==> src/hw/rtl/mlhs_pkg.sv <==
package mlhs_pkg;

  localparam int unsigned HistoryBytesDef = 512;
  localparam int unsigned LineMaxDef      = 64;
  localparam int unsigned MaxResults      = 63;

  localparam logic [6:0] CapReset = 7'd64;

  // request codes
  localparam logic [1:0] REQ_STAGE  = 2'd0;
  localparam logic [1:0] REQ_COMMIT = 2'd1;
  localparam logic [1:0] REQ_FETCH  = 2'd2;

  // commit status codes
  localparam logic [1:0] ST_EMPTY = 2'd0;
  localparam logic [1:0] ST_DUP   = 2'd1;
  localparam logic [1:0] ST_INS   = 2'd2;

  typedef struct packed {
    logic [1:0] req_type;
    logic [6:0] line_byte;
    logic [8:0] entry_index;
  } in_item_t;

  typedef struct packed {
    logic [6:0] out_byte;
    logic       found;
    logic [1:0] commit_status;
    logic       last;
  } out_item_t;

  typedef enum logic [4:0] {
    OP_NOP,
    OP_CLR,
    OP_LATCH,
    OP_SC_INIT,
    OP_SC_RD,
    OP_SC_EV,
    OP_DUP_INIT,
    OP_INS_INIT,
    OP_SH_RD,
    OP_SH_WR,
    OP_ZT,
    OP_ZS,
    OP_CP_RD,
    OP_CP_WR,
    OP_C_RES,
    OP_F_INIT,
    OP_RD_P,
    OP_P_INC,
    OP_F_NEXT,
    OP_NF_RES,
    OP_E_TAKE,
    OP_E_PUSH,
    OP_E_LAST,
    OP_E_EMPTY
  } op_e;

  typedef struct packed {
    op_e op;
  } cmd_t;

  typedef struct packed {
    logic [1:0] req;
    logic       slen_zero;
    logic       fill_zero;
    logic       idx_zero;
    logic       sc_match;
    logic       sc_end;
    logic       sh_go;
    logic       sh_last;
    logic       dup;
    logic       cp_last;
    logic       b_nz;
    logic       f_past;
    logic       f_hit;
    logic       e_go;
    logic       pend;
    logic       out_free;
    logic       clr_last;
  } status_t;

endpackage

==> src/hw/rtl/mlhs_ctrl.sv <==
module mlhs_ctrl import mlhs_pkg::*; (
  input  logic    clk_i,
  input  logic    rst_ni,
  input  logic    in_valid_i,
  input  status_t status_i,
  output cmd_t    cmd_o,
  output logic    in_stall_o
);

  localparam logic [4:0] S_CLR    = 5'd0;
  localparam logic [4:0] S_IDLE   = 5'd1;
  localparam logic [4:0] S_CDISP  = 5'd2;
  localparam logic [4:0] S_SC_RD  = 5'd3;
  localparam logic [4:0] S_SC_EV  = 5'd4;
  localparam logic [4:0] S_SH_CHK = 5'd5;
  localparam logic [4:0] S_SH_RD  = 5'd6;
  localparam logic [4:0] S_SH_WR  = 5'd7;
  localparam logic [4:0] S_ZT     = 5'd8;
  localparam logic [4:0] S_ZS     = 5'd9;
  localparam logic [4:0] S_CP_RD  = 5'd10;
  localparam logic [4:0] S_CP_WR  = 5'd11;
  localparam logic [4:0] S_CRES   = 5'd12;
  localparam logic [4:0] S_FDISP  = 5'd13;
  localparam logic [4:0] S_F_RD   = 5'd14;
  localparam logic [4:0] S_F_EV   = 5'd15;
  localparam logic [4:0] S_FNF    = 5'd16;
  localparam logic [4:0] S_E_RD   = 5'd17;
  localparam logic [4:0] S_E_EV   = 5'd18;

  logic [4:0] state_q, state_d;
  op_e        op;

  always_comb begin
    state_d = state_q;
    op      = OP_NOP;
    case (state_q)
      S_CLR: begin
        op = OP_CLR;
        if (status_i.clr_last) state_d = S_IDLE;
      end
      S_IDLE: begin
        if (in_valid_i) begin
          op = OP_LATCH;
          if (status_i.req == REQ_COMMIT) state_d = S_CDISP;
          else if (status_i.req == REQ_FETCH) state_d = S_FDISP;
        end
      end
      S_CDISP: begin
        if (status_i.slen_zero) begin
          state_d = S_CRES;
        end else if (status_i.fill_zero) begin
          op      = OP_INS_INIT;
          state_d = S_SH_CHK;
        end else begin
          op      = OP_SC_INIT;
          state_d = S_SC_RD;
        end
      end
      S_SC_RD: begin
        op      = OP_SC_RD;
        state_d = S_SC_EV;
      end
      S_SC_EV: begin
        if (status_i.sc_match) begin
          op      = OP_DUP_INIT;
          state_d = S_SH_CHK;
        end else if (status_i.sc_end) begin
          op      = OP_INS_INIT;
          state_d = S_SH_CHK;
        end else begin
          op      = OP_SC_EV;
          state_d = S_SC_RD;
        end
      end
      S_SH_CHK: begin
        if (status_i.sh_go) state_d = S_SH_RD;
        else if (status_i.dup) state_d = S_ZS;
        else state_d = S_ZT;
      end
      S_SH_RD: begin
        op      = OP_SH_RD;
        state_d = S_SH_WR;
      end
      S_SH_WR: begin
        op = OP_SH_WR;
        if (!status_i.sh_last) state_d = S_SH_RD;
        else if (status_i.dup) state_d = S_ZS;
        else state_d = S_ZT;
      end
      S_ZT: begin
        op      = OP_ZT;
        state_d = S_ZS;
      end
      S_ZS: begin
        op      = OP_ZS;
        state_d = S_CP_RD;
      end
      S_CP_RD: begin
        op      = OP_CP_RD;
        state_d = S_CP_WR;
      end
      S_CP_WR: begin
        op      = OP_CP_WR;
        state_d = status_i.cp_last ? S_CRES : S_CP_RD;
      end
      S_CRES: begin
        if (status_i.out_free) begin
          op      = OP_C_RES;
          state_d = S_IDLE;
        end
      end
      S_FDISP: begin
        if (status_i.fill_zero) begin
          state_d = S_FNF;
        end else begin
          op      = OP_F_INIT;
          state_d = status_i.idx_zero ? S_E_RD : S_F_RD;
        end
      end
      S_F_RD: begin
        op      = OP_RD_P;
        state_d = S_F_EV;
      end
      S_F_EV: begin
        if (status_i.b_nz) begin
          op      = OP_P_INC;
          state_d = S_F_RD;
        end else begin
          op = OP_F_NEXT;
          if (status_i.f_past) state_d = S_FNF;
          else if (status_i.f_hit) state_d = S_E_RD;
          else state_d = S_F_RD;
        end
      end
      S_FNF: begin
        if (status_i.out_free) begin
          op      = OP_NF_RES;
          state_d = S_IDLE;
        end
      end
      S_E_RD: begin
        op      = OP_RD_P;
        state_d = S_E_EV;
      end
      S_E_EV: begin
        if (status_i.e_go && !status_i.pend) begin
          op      = OP_E_TAKE;
          state_d = S_E_RD;
        end else if (status_i.e_go) begin
          if (status_i.out_free) begin
            op      = OP_E_PUSH;
            state_d = S_E_RD;
          end
        end else if (status_i.out_free) begin
          op      = status_i.pend ? OP_E_LAST : OP_E_EMPTY;
          state_d = S_IDLE;
        end
      end
      default: state_d = S_IDLE;
    endcase
  end

  always_ff @(posedge clk_i or negedge rst_ni) begin
    if (!rst_ni) begin
      state_q <= S_CLR;
    end else begin
      state_q <= state_d;
    end
  end

  assign cmd_o.op   = op;
  assign in_stall_o = (state_q != S_IDLE);

endmodule

==> src/hw/rtl/mlhs_dp.sv <==
module mlhs_dp import mlhs_pkg::*; #(
  parameter int unsigned HISTORY_BYTES = HistoryBytesDef,
  parameter int unsigned LINE_MAX      = LineMaxDef
) (
  input  logic       clk_i,
  input  logic       rst_ni,
  input  cmd_t       cmd_i,
  output status_t    status_o,
  input  in_item_t   in_data_i,
  input  logic       cfg_valid_i,
  input  logic [6:0] cfg_wdata_i,
  output logic       out_valid_o,
  input  logic       out_stall_i,
  output out_item_t  out_data_o
);

  localparam int unsigned AW  = $clog2(HISTORY_BYTES);
  localparam int unsigned PW  = $clog2(HISTORY_BYTES + 1);
  localparam int unsigned LW  = $clog2(LINE_MAX);
  localparam int unsigned LCW = $clog2(LINE_MAX + 1);
  localparam int unsigned XW  = ((PW > LCW) ? PW : LCW) + 1;
  localparam int unsigned CW  = (LCW > 7) ? LCW : 7;

  logic [6:0] mem  [HISTORY_BYTES];
  logic [6:0] smem [LINE_MAX];

  logic [6:0]     cap_q, cap_d;
  logic [LCW-1:0] slen_q, slen_d;
  logic [PW-1:0]  fill_q, fill_d;
  logic           ovalid_q, ovalid_d;
  logic [AW-1:0]  clr_q, clr_d;
  logic           pend_q, pend_d;
  logic [8:0]     idx_q, idx_d;
  logic [PW-1:0]  p_q, p_d, s_q, s_d, j_q, j_d, nl_q, nl_d;
  logic           mis_q, mis_d, dup_q, dup_d;
  logic [AW-1:0]  q_q, q_d;
  logic [LW-1:0]  i_q, i_d;
  logic [8:0]     hn_q, hn_d;
  logic [5:0]     k_q, k_d;
  logic [6:0]     pbyte_q, pbyte_d;
  out_item_t      out_q, out_d;
  logic [6:0]     rd_q, srd_q;

  logic           we, re, swe, sre;
  logic [AW-1:0]  wa, ra;
  logic [6:0]     wd;
  logic [LW-1:0]  swa, sra;

  logic [CW-1:0]  eff_cap;
  logic [5:0]     lim;
  logic [XW-1:0]  j_x, slen_x, nl_x, q_x, i_x;
  logic [PW:0]    fsum;
  logic           out_free, emit;

  assign j_x    = XW'(j_q);
  assign slen_x = XW'(slen_q);
  assign nl_x   = XW'(nl_q);
  assign q_x    = XW'(q_q);
  assign i_x    = XW'(i_q);
  assign fsum   = (PW + 1)'(fill_q) + (PW + 1)'(nl_q);

  always_comb begin
    eff_cap = (CW'(cap_q) < CW'(LINE_MAX)) ? CW'(cap_q) : CW'(LINE_MAX);
    if (eff_cap == '0) lim = '0;
    else if ((eff_cap - CW'(1)) > CW'(MaxResults)) lim = 6'(MaxResults);
    else lim = 6'(eff_cap - CW'(1));
  end

  assign out_free = !ovalid_q || !out_stall_i;
  assign emit = (cmd_i.op == OP_C_RES) || (cmd_i.op == OP_NF_RES) ||
                (cmd_i.op == OP_E_PUSH) || (cmd_i.op == OP_E_LAST) ||
                (cmd_i.op == OP_E_EMPTY);

  always_comb begin
    status_o.req       = in_data_i.req_type;
    status_o.slen_zero = (slen_q == '0);
    status_o.fill_zero = (fill_q == '0);
    status_o.idx_zero  = (idx_q == '0);
    status_o.sc_match  = (rd_q == '0) && !mis_q && (j_x == slen_x);
    status_o.sc_end    = (p_q == PW'(HISTORY_BYTES - 1));
    status_o.sh_go     = (q_x >= nl_x);
    status_o.sh_last   = (q_x == nl_x);
    status_o.dup       = dup_q;
    status_o.cp_last   = ((i_x + XW'(1)) == (nl_x - XW'(1)));
    status_o.b_nz      = (rd_q != '0);
    status_o.f_past    = ((PW + 1)'(p_q) + (PW + 1)'(1)) >= (PW + 1)'(fill_q);
    status_o.f_hit     = ((hn_q + 9'd1) == idx_q);
    status_o.e_go      = (k_q < lim) && (p_q < PW'(HISTORY_BYTES)) && (rd_q != '0);
    status_o.pend      = pend_q;
    status_o.out_free  = out_free;
    status_o.clr_last  = (clr_q == AW'(HISTORY_BYTES - 1));
  end

  always_comb begin
    cap_d   = cap_q;
    slen_d  = slen_q;
    fill_d  = fill_q;
    ovalid_d = ovalid_q && out_stall_i;
    clr_d   = clr_q;
    pend_d  = pend_q;
    idx_d   = idx_q;
    p_d     = p_q;
    s_d     = s_q;
    j_d     = j_q;
    nl_d    = nl_q;
    mis_d   = mis_q;
    dup_d   = dup_q;
    q_d     = q_q;
    i_d     = i_q;
    hn_d    = hn_q;
    k_d     = k_q;
    pbyte_d = pbyte_q;
    out_d   = out_q;
    we = 1'b0; wa = '0; wd = '0; re = 1'b0; ra = '0;
    swe = 1'b0; swa = '0; sre = 1'b0; sra = '0;

    if (cfg_valid_i) cap_d = cfg_wdata_i;

    case (cmd_i.op)
      OP_CLR: begin
        we = 1'b1; wa = clr_q; clr_d = clr_q + AW'(1);
      end
      OP_LATCH: begin
        idx_d = in_data_i.entry_index;
        if (in_data_i.req_type == REQ_STAGE && in_data_i.line_byte != '0 &&
            CW'(slen_q) < eff_cap) begin
          swe    = 1'b1;
          swa    = slen_q[LW-1:0];
          slen_d = slen_q + LCW'(1);
        end
      end
      OP_SC_INIT: begin
        p_d = '0; s_d = '0; j_d = '0; mis_d = 1'b0;
      end
      OP_SC_RD: begin
        re = 1'b1; ra = p_q[AW-1:0];
        sre = 1'b1; sra = j_x[LW-1:0];
      end
      OP_SC_EV: begin
        if (rd_q == '0) begin
          s_d = p_q + PW'(1); j_d = '0; mis_d = 1'b0;
        end else begin
          j_d   = j_q + PW'(1);
          mis_d = mis_q || (j_x >= slen_x) || (rd_q != srd_q);
        end
        p_d = p_q + PW'(1);
      end
      OP_DUP_INIT: begin
        nl_d  = PW'(slen_x + XW'(1));
        q_d   = AW'(XW'(s_q) + slen_x - XW'(1));
        dup_d = 1'b1;
      end
      OP_INS_INIT: begin
        nl_d  = ((slen_x + XW'(1)) > XW'(HISTORY_BYTES)) ? PW'(HISTORY_BYTES)
                                                        : PW'(slen_x + XW'(1));
        q_d   = AW'(HISTORY_BYTES - 1);
        dup_d = 1'b0;
      end
      OP_SH_RD: begin
        re = 1'b1; ra = AW'(PW'(q_q) - nl_q);
      end
      OP_SH_WR: begin
        we = 1'b1; wa = q_q; wd = rd_q; q_d = q_q - AW'(1);
      end
      OP_ZT: begin
        we = 1'b1; wa = AW'(HISTORY_BYTES - 1);
      end
      OP_ZS: begin
        we = 1'b1; wa = AW'(nl_q - PW'(1)); i_d = '0;
      end
      OP_CP_RD: begin
        sre = 1'b1; sra = i_q;
      end
      OP_CP_WR: begin
        we = 1'b1; wa = AW'(i_q); wd = srd_q; i_d = i_q + LW'(1);
      end
      OP_C_RES: begin
        out_d.out_byte = '0;
        out_d.found    = 1'b0;
        out_d.last     = 1'b1;
        if (slen_q == '0) begin
          out_d.commit_status = ST_EMPTY;
        end else if (dup_q) begin
          out_d.commit_status = ST_DUP;
        end else begin
          out_d.commit_status = ST_INS;
          fill_d = (fsum > (PW + 1)'(HISTORY_BYTES)) ? PW'(HISTORY_BYTES) : PW'(fsum);
        end
        slen_d   = '0;
        ovalid_d = 1'b1;
      end
      OP_F_INIT: begin
        p_d = '0; hn_d = '0; k_d = '0; pend_d = 1'b0;
      end
      OP_RD_P: begin
        re = 1'b1; ra = p_q[AW-1:0];
      end
      OP_P_INC: p_d = p_q + PW'(1);
      OP_F_NEXT: begin
        p_d  = p_q + PW'(1);
        hn_d = hn_q + 9'd1;
      end
      OP_NF_RES: begin
        out_d    = '{out_byte: '0, found: 1'b0, commit_status: ST_EMPTY, last: 1'b1};
        ovalid_d = 1'b1;
      end
      OP_E_TAKE: begin
        pbyte_d = rd_q; pend_d = 1'b1;
        k_d = k_q + 6'd1; p_d = p_q + PW'(1);
      end
      OP_E_PUSH: begin
        out_d    = '{out_byte: pbyte_q, found: 1'b1, commit_status: ST_EMPTY, last: 1'b0};
        ovalid_d = 1'b1;
        pbyte_d  = rd_q;
        k_d = k_q + 6'd1; p_d = p_q + PW'(1);
      end
      OP_E_LAST: begin
        out_d    = '{out_byte: pbyte_q, found: 1'b1, commit_status: ST_EMPTY, last: 1'b1};
        ovalid_d = 1'b1;
        pend_d   = 1'b0;
      end
      OP_E_EMPTY: begin
        out_d    = '{out_byte: '0, found: 1'b1, commit_status: ST_EMPTY, last: 1'b1};
        ovalid_d = 1'b1;
      end
      default: ;
    endcase
  end

  always_ff @(posedge clk_i or negedge rst_ni) begin
    if (!rst_ni) begin
      cap_q    <= CapReset;
      slen_q   <= '0;
      fill_q   <= '0;
      ovalid_q <= 1'b0;
      clr_q    <= '0;
      pend_q   <= 1'b0;
    end else begin
      cap_q    <= cap_d;
      slen_q   <= slen_d;
      fill_q   <= fill_d;
      ovalid_q <= ovalid_d;
      clr_q    <= clr_d;
      pend_q   <= pend_d;
    end
  end

  always_ff @(posedge clk_i) begin
    idx_q   <= idx_d;
    p_q     <= p_d;
    s_q     <= s_d;
    j_q     <= j_d;
    nl_q    <= nl_d;
    mis_q   <= mis_d;
    dup_q   <= dup_d;
    q_q     <= q_d;
    i_q     <= i_d;
    hn_q    <= hn_d;
    k_q     <= k_d;
    pbyte_q <= pbyte_d;
    out_q   <= out_d;
  end

  // history store: one write, one registered read
  always_ff @(posedge clk_i) begin
    if (we) mem[wa] <= wd;
    if (re) rd_q <= mem[ra];
  end

  // staged line buffer
  always_ff @(posedge clk_i) begin
    if (swe) smem[swa] <= in_data_i.line_byte;
    if (sre) srd_q <= smem[sra];
  end

  assign out_valid_o = ovalid_q;
  assign out_data_o  = out_q;

  // a result only lands in the output register once it is free
  a_emit_free: assert property (@(posedge clk_i) disable iff (!rst_ni)
    emit |-> out_free) else $error("result overwrites a pending item");

  // shift source never runs below the front of the store
  a_shift_bounds: assert property (@(posedge clk_i) disable iff (!rst_ni)
    (cmd_i.op == OP_SH_RD) |-> (q_x >= nl_x)) else $error("shift past front");

  a_fetch_limit: assert property (@(posedge clk_i) disable iff (!rst_ni)
    ((cmd_i.op == OP_E_TAKE) || (cmd_i.op == OP_E_PUSH)) |-> (k_q < lim))
    else $error("fetch exceeds line capacity");

  a_fill_bound: assert property (@(posedge clk_i) disable iff (!rst_ni)
    (cmd_i.op == OP_C_RES) |=> (fill_q <= PW'(HISTORY_BYTES)) && (slen_q == '0))
    else $error("fill or staged length out of range after commit");

endmodule

==> src/hw/rtl/mru_line_history_store.sv <==
// channel | direction | handshake             | payload
// in      | input     | in_valid_i/in_stall_o  | in_data_i (in_item_t)
// out     | output    | out_valid_o/out_stall_i| out_data_o (out_item_t)
// cfg     | input     | cfg_valid_i/cfg_ready_o| cfg_wdata_i (line capacity)
//
// After reset a clearing pass zeroes the store; no item is taken meanwhile.
// Stage is taken in the idle state. Commit scans up to HISTORY_BYTES store bytes for a
// duplicate, then shifts bytes and writes the line bytes; the single store port sets its pace.
// Fetch reads the store byte by byte while skipping or returning, and waits on output stalls.
// One item at a time; the final result waits in the output register while the
// next item is taken.
module mru_line_history_store import mlhs_pkg::*; #(
  parameter int unsigned HISTORY_BYTES = HistoryBytesDef,
  parameter int unsigned LINE_MAX      = LineMaxDef
) (
  input  logic       clk_i,
  input  logic       rst_ni,
  input  logic       in_valid_i,
  output logic       in_stall_o,
  input  in_item_t   in_data_i,
  output logic       out_valid_o,
  input  logic       out_stall_i,
  output out_item_t  out_data_o,
  input  logic       cfg_valid_i,
  output logic       cfg_ready_o,
  input  logic [6:0] cfg_wdata_i
);

  cmd_t    cmd;
  status_t status;

  assign cfg_ready_o = 1'b1;

  mlhs_ctrl u_ctrl (
    .clk_i      (clk_i),
    .rst_ni     (rst_ni),
    .in_valid_i (in_valid_i),
    .status_i   (status),
    .cmd_o      (cmd),
    .in_stall_o (in_stall_o)
  );

  mlhs_dp #(
    .HISTORY_BYTES (HISTORY_BYTES),
    .LINE_MAX      (LINE_MAX)
  ) u_dp (
    .clk_i       (clk_i),
    .rst_ni      (rst_ni),
    .cmd_i       (cmd),
    .status_o    (status),
    .in_data_i   (in_data_i),
    .cfg_valid_i (cfg_valid_i),
    .cfg_wdata_i (cfg_wdata_i),
    .out_valid_o (out_valid_o),
    .out_stall_i (out_stall_i),
    .out_data_o  (out_data_o)
  );

endmodule

==> config.mk <==
export PLATFORM = sky130hd
export DESIGN_NAME = mru_line_history_store
export DESIGN_NICKNAME = d
export VERILOG_FILES = /design/src/hw/rtl/mlhs_pkg.sv /design/src/hw/rtl/mlhs_ctrl.sv /design/src/hw/rtl/mlhs_dp.sv /design/src/hw/rtl/mru_line_history_store.sv
export SDC_FILE = /design/constraint.sdc
export NUM_CORES = 2
export LEC_CHECK = 0
export BUFFER_PORTS_ARGS = -buffer_cell sky130_fd_sc_hd__buf_4
export CAP_MARGIN = 20
export CORE_MARGIN = 4
export CORE_UTILIZATION = 38
export CTS_CLUSTER_SIZE = 16
export DETAILED_ROUTE_END_ITERATION = 6
export GPL_ROUTABILITY_DRIVEN = 1
export HOLD_SLACK_MARGIN = 0.05
export PLACE_DENSITY = 0.54
export RECOVER_POWER = 25
export SLEW_MARGIN = 0
export SYNTH_ARGS = -nofsm -noshare
export SYNTH_HDL_FRONTEND = slang
export SYNTH_SLANG_ARGS = --single-unit
==> constraint.sdc <==
create_clock -name clk_i -period 13.1 [get_ports clk_i]
set_input_delay 2.62 -clock clk_i [delete_from_list [all_inputs] [get_ports clk_i]]
set_output_delay 2.62 -clock clk_i [all_outputs]
set_load 0.03 [all_outputs]
==> run_results.csv <==
group,metric,value,unit
status,status,"finished, violations left",
status,violations,"capacitance limit, slew limit",
critical_path,critPathKind,"reg2reg",
grt,antenna_found_initial,37,
clock_network,path_clk_slew,0.07,ns
route,via_per_inst,5.81,
logic_synthesis,synth-seq-cells,4182,
critical_path,crit_required,13.67,ns
logic_synthesis,yosys_warnings,0,
logic_synthesis,synth_area,168000,µm²
route,wl,508000,µm
logic_synthesis,synth_top_cell_by_area,"edfxtp_1",
critical_path,endpoint,"u_dp.mem[110][6]$_DFFE_PP_",
timing,fin_crit,9.81,ns
layout,drive_gt1_share,13.3,%
hold_path,holdPathStages,1,
timing,finalCritPeriodShare,74.9,%
logic_synthesis,synth_area_per_cell,15.8,µm²
grt,grt_overflow,0,
placed_design,gp_congestion,0.867,
floorplanning,num_io_pins,44,
power_and_ir_drop,irDropWorstVdd,0.193,mV
clock_network,cts_resized,0,
timing,clock.fmax,102,MHz
route,drtIter0Drc,13400,
clock_network,clk_latency,0.99,ns
grt,grt_max_degree,182,
logic_synthesis,synth.distinct_cells,89,
logic_synthesis,ys_top_cells_by_count,"4142 x edfxtp_1, 1818 x nand2_1, 768 x nor2_1",
placed_design,dp_cells,16200,
critical_path,r2r_slack,3.29,ns
critical_path,reg2reg_depth,7,
clock_network,root_buffer,"clkbuf_16",
logic_synthesis,synth_area_leaders,"edfxtp_1 74%, mux4_2 7.2%, nand2_1 4.1%",
route,drc,0,
job,cap_violations,27,
critical_path,path_max_fanout,169,
floorplanning,initial_core_util,38.1,%
grt,grt_pass1_vias,96200,
grt,grt_pass1_wl,721000,µm
timing,hold_violations,0,
layout,nNetsFinal,10800,
route,ant_nets,0,
timing,rsz0062_at_grt,"no",
power_and_ir_drop,leakage,65.8,nW
hold_path,min_path_type,"reg2reg",
floorplanning,rows,244,
critical_path,start_kind,"register",
floorplanning,die_w,673,µm
floorplanning,core,441000,µm²
timing,worstMarginPinSlew,4.28,ns
logic_synthesis,synth.most_common_cell,"edfxtp_1",
clock_network,cts_buffers,429,
logic_synthesis,synth_top_area_share,73.9,%
critical_path,timing.rr.end,"u_dp.mem[110][6]$_DFFE_PP_",
logic_synthesis,async_flop_share,0.956,%
logic_synthesis,synth-main-ff-cell,"edfxtp_1",
route,drtPass1Iterations,7,
clock_network,htree_levels,5,
floorplanning,die-area,454000,µm²
clock_network,cts_sinks,4182,
timing,relSlewSlack,-185,%
logic_synthesis,synth_edf_count,4142,
layout,area_growth,12.4,%
clock_network,cts_tree,"yes",
logic_synthesis,synthCells,10700,
clock_network,cts_setup_buffers,0,
floorplanning,dieHeight,673,µm
route,vias,98600,
timing,setup_viol,0,
clock_network,clock_path_buffers,4,
grt,track_usage,21.9,%
critical_path,critPathLaunch,"u_ctrl.state_q[1]$_DFFE_PN0P_",
critical_path,r2r-start,"u_ctrl.state_q[1]$_DFFE_PN0P_",
power_and_ir_drop,p_per_area,149,nW/µm²
timing,finClkSkew,0.0821,ns
route,post_drt_wl_per_cell,30.0,µm
critical_path,arrival,10.38,ns
placed_design,place_hpwl,300000,µm
critical_path,critPathCaptureType,"register",
timing,finalMaxSlewViolations,1734,
clock_network,cts_hold_buf,0,
hold_path,holdCritStartpoint,"u_dp.clr_q[7]$_DFFE_PN0N_",
layout,final_cells,17000,
timing,finalSetupTns,0,ns
placed_design,numPortBuffers,42,
logic_synthesis,yosysSeqAreaShare,74.5,%
logic_synthesis,synth_fp_nets,10800,
==> registers in the layout (all words and copies together) (netlist names), 6 cells and up <==
signal           count
u_dp.mem          3584
u_dp.smem          448
u_dp.out_data_o     11
u_dp.fill_q         10
u_dp.j_q            10
u_dp.p_q            10
u_dp.clr_q           9
u_dp.hn_q            9
u_dp.idx_q           9
u_dp.q_q             9
u_dp.s_q             9
u_dp.nl_q            8
u_dp.cap_q           7
u_dp.pbyte_q         7
u_dp.rd_q            7
u_dp.slen_q          7
u_dp.srd_q           7
u_dp.i_q             6
u_dp.k_q             6
==> cell usage in the layout (no fill, tap or decap), types with 16 or more instances in the layout <==
| cell type | n |
|---|---|
| a211oi_1 | 195 |
| a21o_1 | 17 |
| a21oi_1 | 209 |
| a221oi_1 | 24 |
| a22o_1 | 22 |
| a22oi_1 | 92 |
| a311oi_1 | 76 |
| a31oi_1 | 188 |
| a32oi_1 | 62 |
| and2_1 | 129 |
| and3_1 | 63 |
| buf_12 | 21 |
| buf_4 | 189 |
| bufinv_16 | 44 |
| clkbuf_1 | 118 |
| clkbuf_16 | 433 |
| clkinv_1 | 116 |
| clkinv_2 | 69 |
| clkinvlp_4 | 19 |
| dfrtp_1 | 39 |
| diode_2 | 18 |
| edfxtp_1 | 4142 |
| ha_1 | 70 |
| inv_1 | 87 |
| mux2_2 | 16 |
| mux2i_1 | 146 |
| mux4_2 | 539 |
| nand2_1 | 1803 |
| nand3_1 | 625 |
| nand4_1 | 125 |
| nor2_1 | 747 |
| nor3_1 | 43 |
| nor4_1 | 20 |
| o2111ai_1 | 20 |
| o211ai_1 | 22 |
| o21ai_0 | 87 |
| o22ai_1 | 17 |
| xnor2_1 | 59 |
| xor2_1 | 45 |
==> per-layer routing <==
layer	vias to the layer above	track usage [%]	part of all wire (%)
met4	12	6.70	3.2
met2	4949	34.0	46
met3	849	4.76	9.5
met1	51400	30.8	41
met5	-	0	0.016
li1	41400	-	-
==> report_power, final <==
part | switching (mW) | internal [mW]
logic | 1.23 | 0.227
clock network | 5.18 | 6.90
registers | 0.0686 | 14.6
==> area by class of cell <==
class / count / area [µm²]
inverters: 89 / 334
clock buffers: 502 / 11100
fillers: 39100 / 252000
diodes: 18 / 45.0
repair buffers: 276 / 2200
clock inverters: 274 / 2600
well taps: 5904 / 7390
flip-flops and latches: 4182 / 125000
multi-input cells: 5722 / 40100
==> cell families after synthesis <==
kind of cell | count (synthesis) | synth area share [%]
DFF | 4182 | 74.5
and+or+nand+nor | 3681 | 9.39
AOI/OAI and AO/OA | 1161 | 4.82
buffers and inverters | 750 | 1.99
muxes | 701 | 8.19
xor gates and xnor gates | 104 | 0.541
adders and majority gates | 74 | 0.562
other | 1 | 0.00223
==> critical path, stage by stage, from the launching register on <==
cell and delay [ns]:
dfrtp_1 0.84, nand2b_1 0.19, or2_2 0.37, nor2_1 0.52
a22o_1 1.51, clkbuf_1 1.91, clkbuf_1 3.01, buf_12 0.34
==> worst min-delay path by stage <==
| stage | slack, ns | end |
|---|---|---|
| finish | 0.52 | u_dp.clr_q[7]$_DFFE_PN0N_ |
| global route | 0.53 | u_dp.clr_q[7]$_DFFE_PN0N_ |
| CTS | 0.51 | u_dp.clr_q[7]$_DFFE_PN0N_ |
| detailed placement | 0.50 | u_dp.clr_q[7]$_DFFE_PN0N_ |
| global placement | 0.50 | u_dp.clr_q[7]$_DFFE_PN0N_ |
| floorplan | 0.46 | u_dp.clr_q[7]$_DFFE_PN0N_ |
==> stage by stage <==
stage | setup slack, ns | hold slack (ns) | util [%] | total power, mW | cell area (µm²)
6_report | 3.29 | 0.516 | 42.8 | 28.3 | 189000
5_1_grt | 2.83 | 0.533 | 42.8 | 29.0 | 189000
4_1_cts | 5.19 | 0.511 | 42.9 | 28.4 | 189000
3_5_place_dp | 5.23 | 0.498 | 39.8 | 16.4 | 176000
3_3_place_gp | 5.15 | 0.498 | 39.8 | 16.4 | 176000
2_1_floorplan | 3.56 | 0.462 | - | 15.5 | 168000
(Power assumes the default switching activity.)
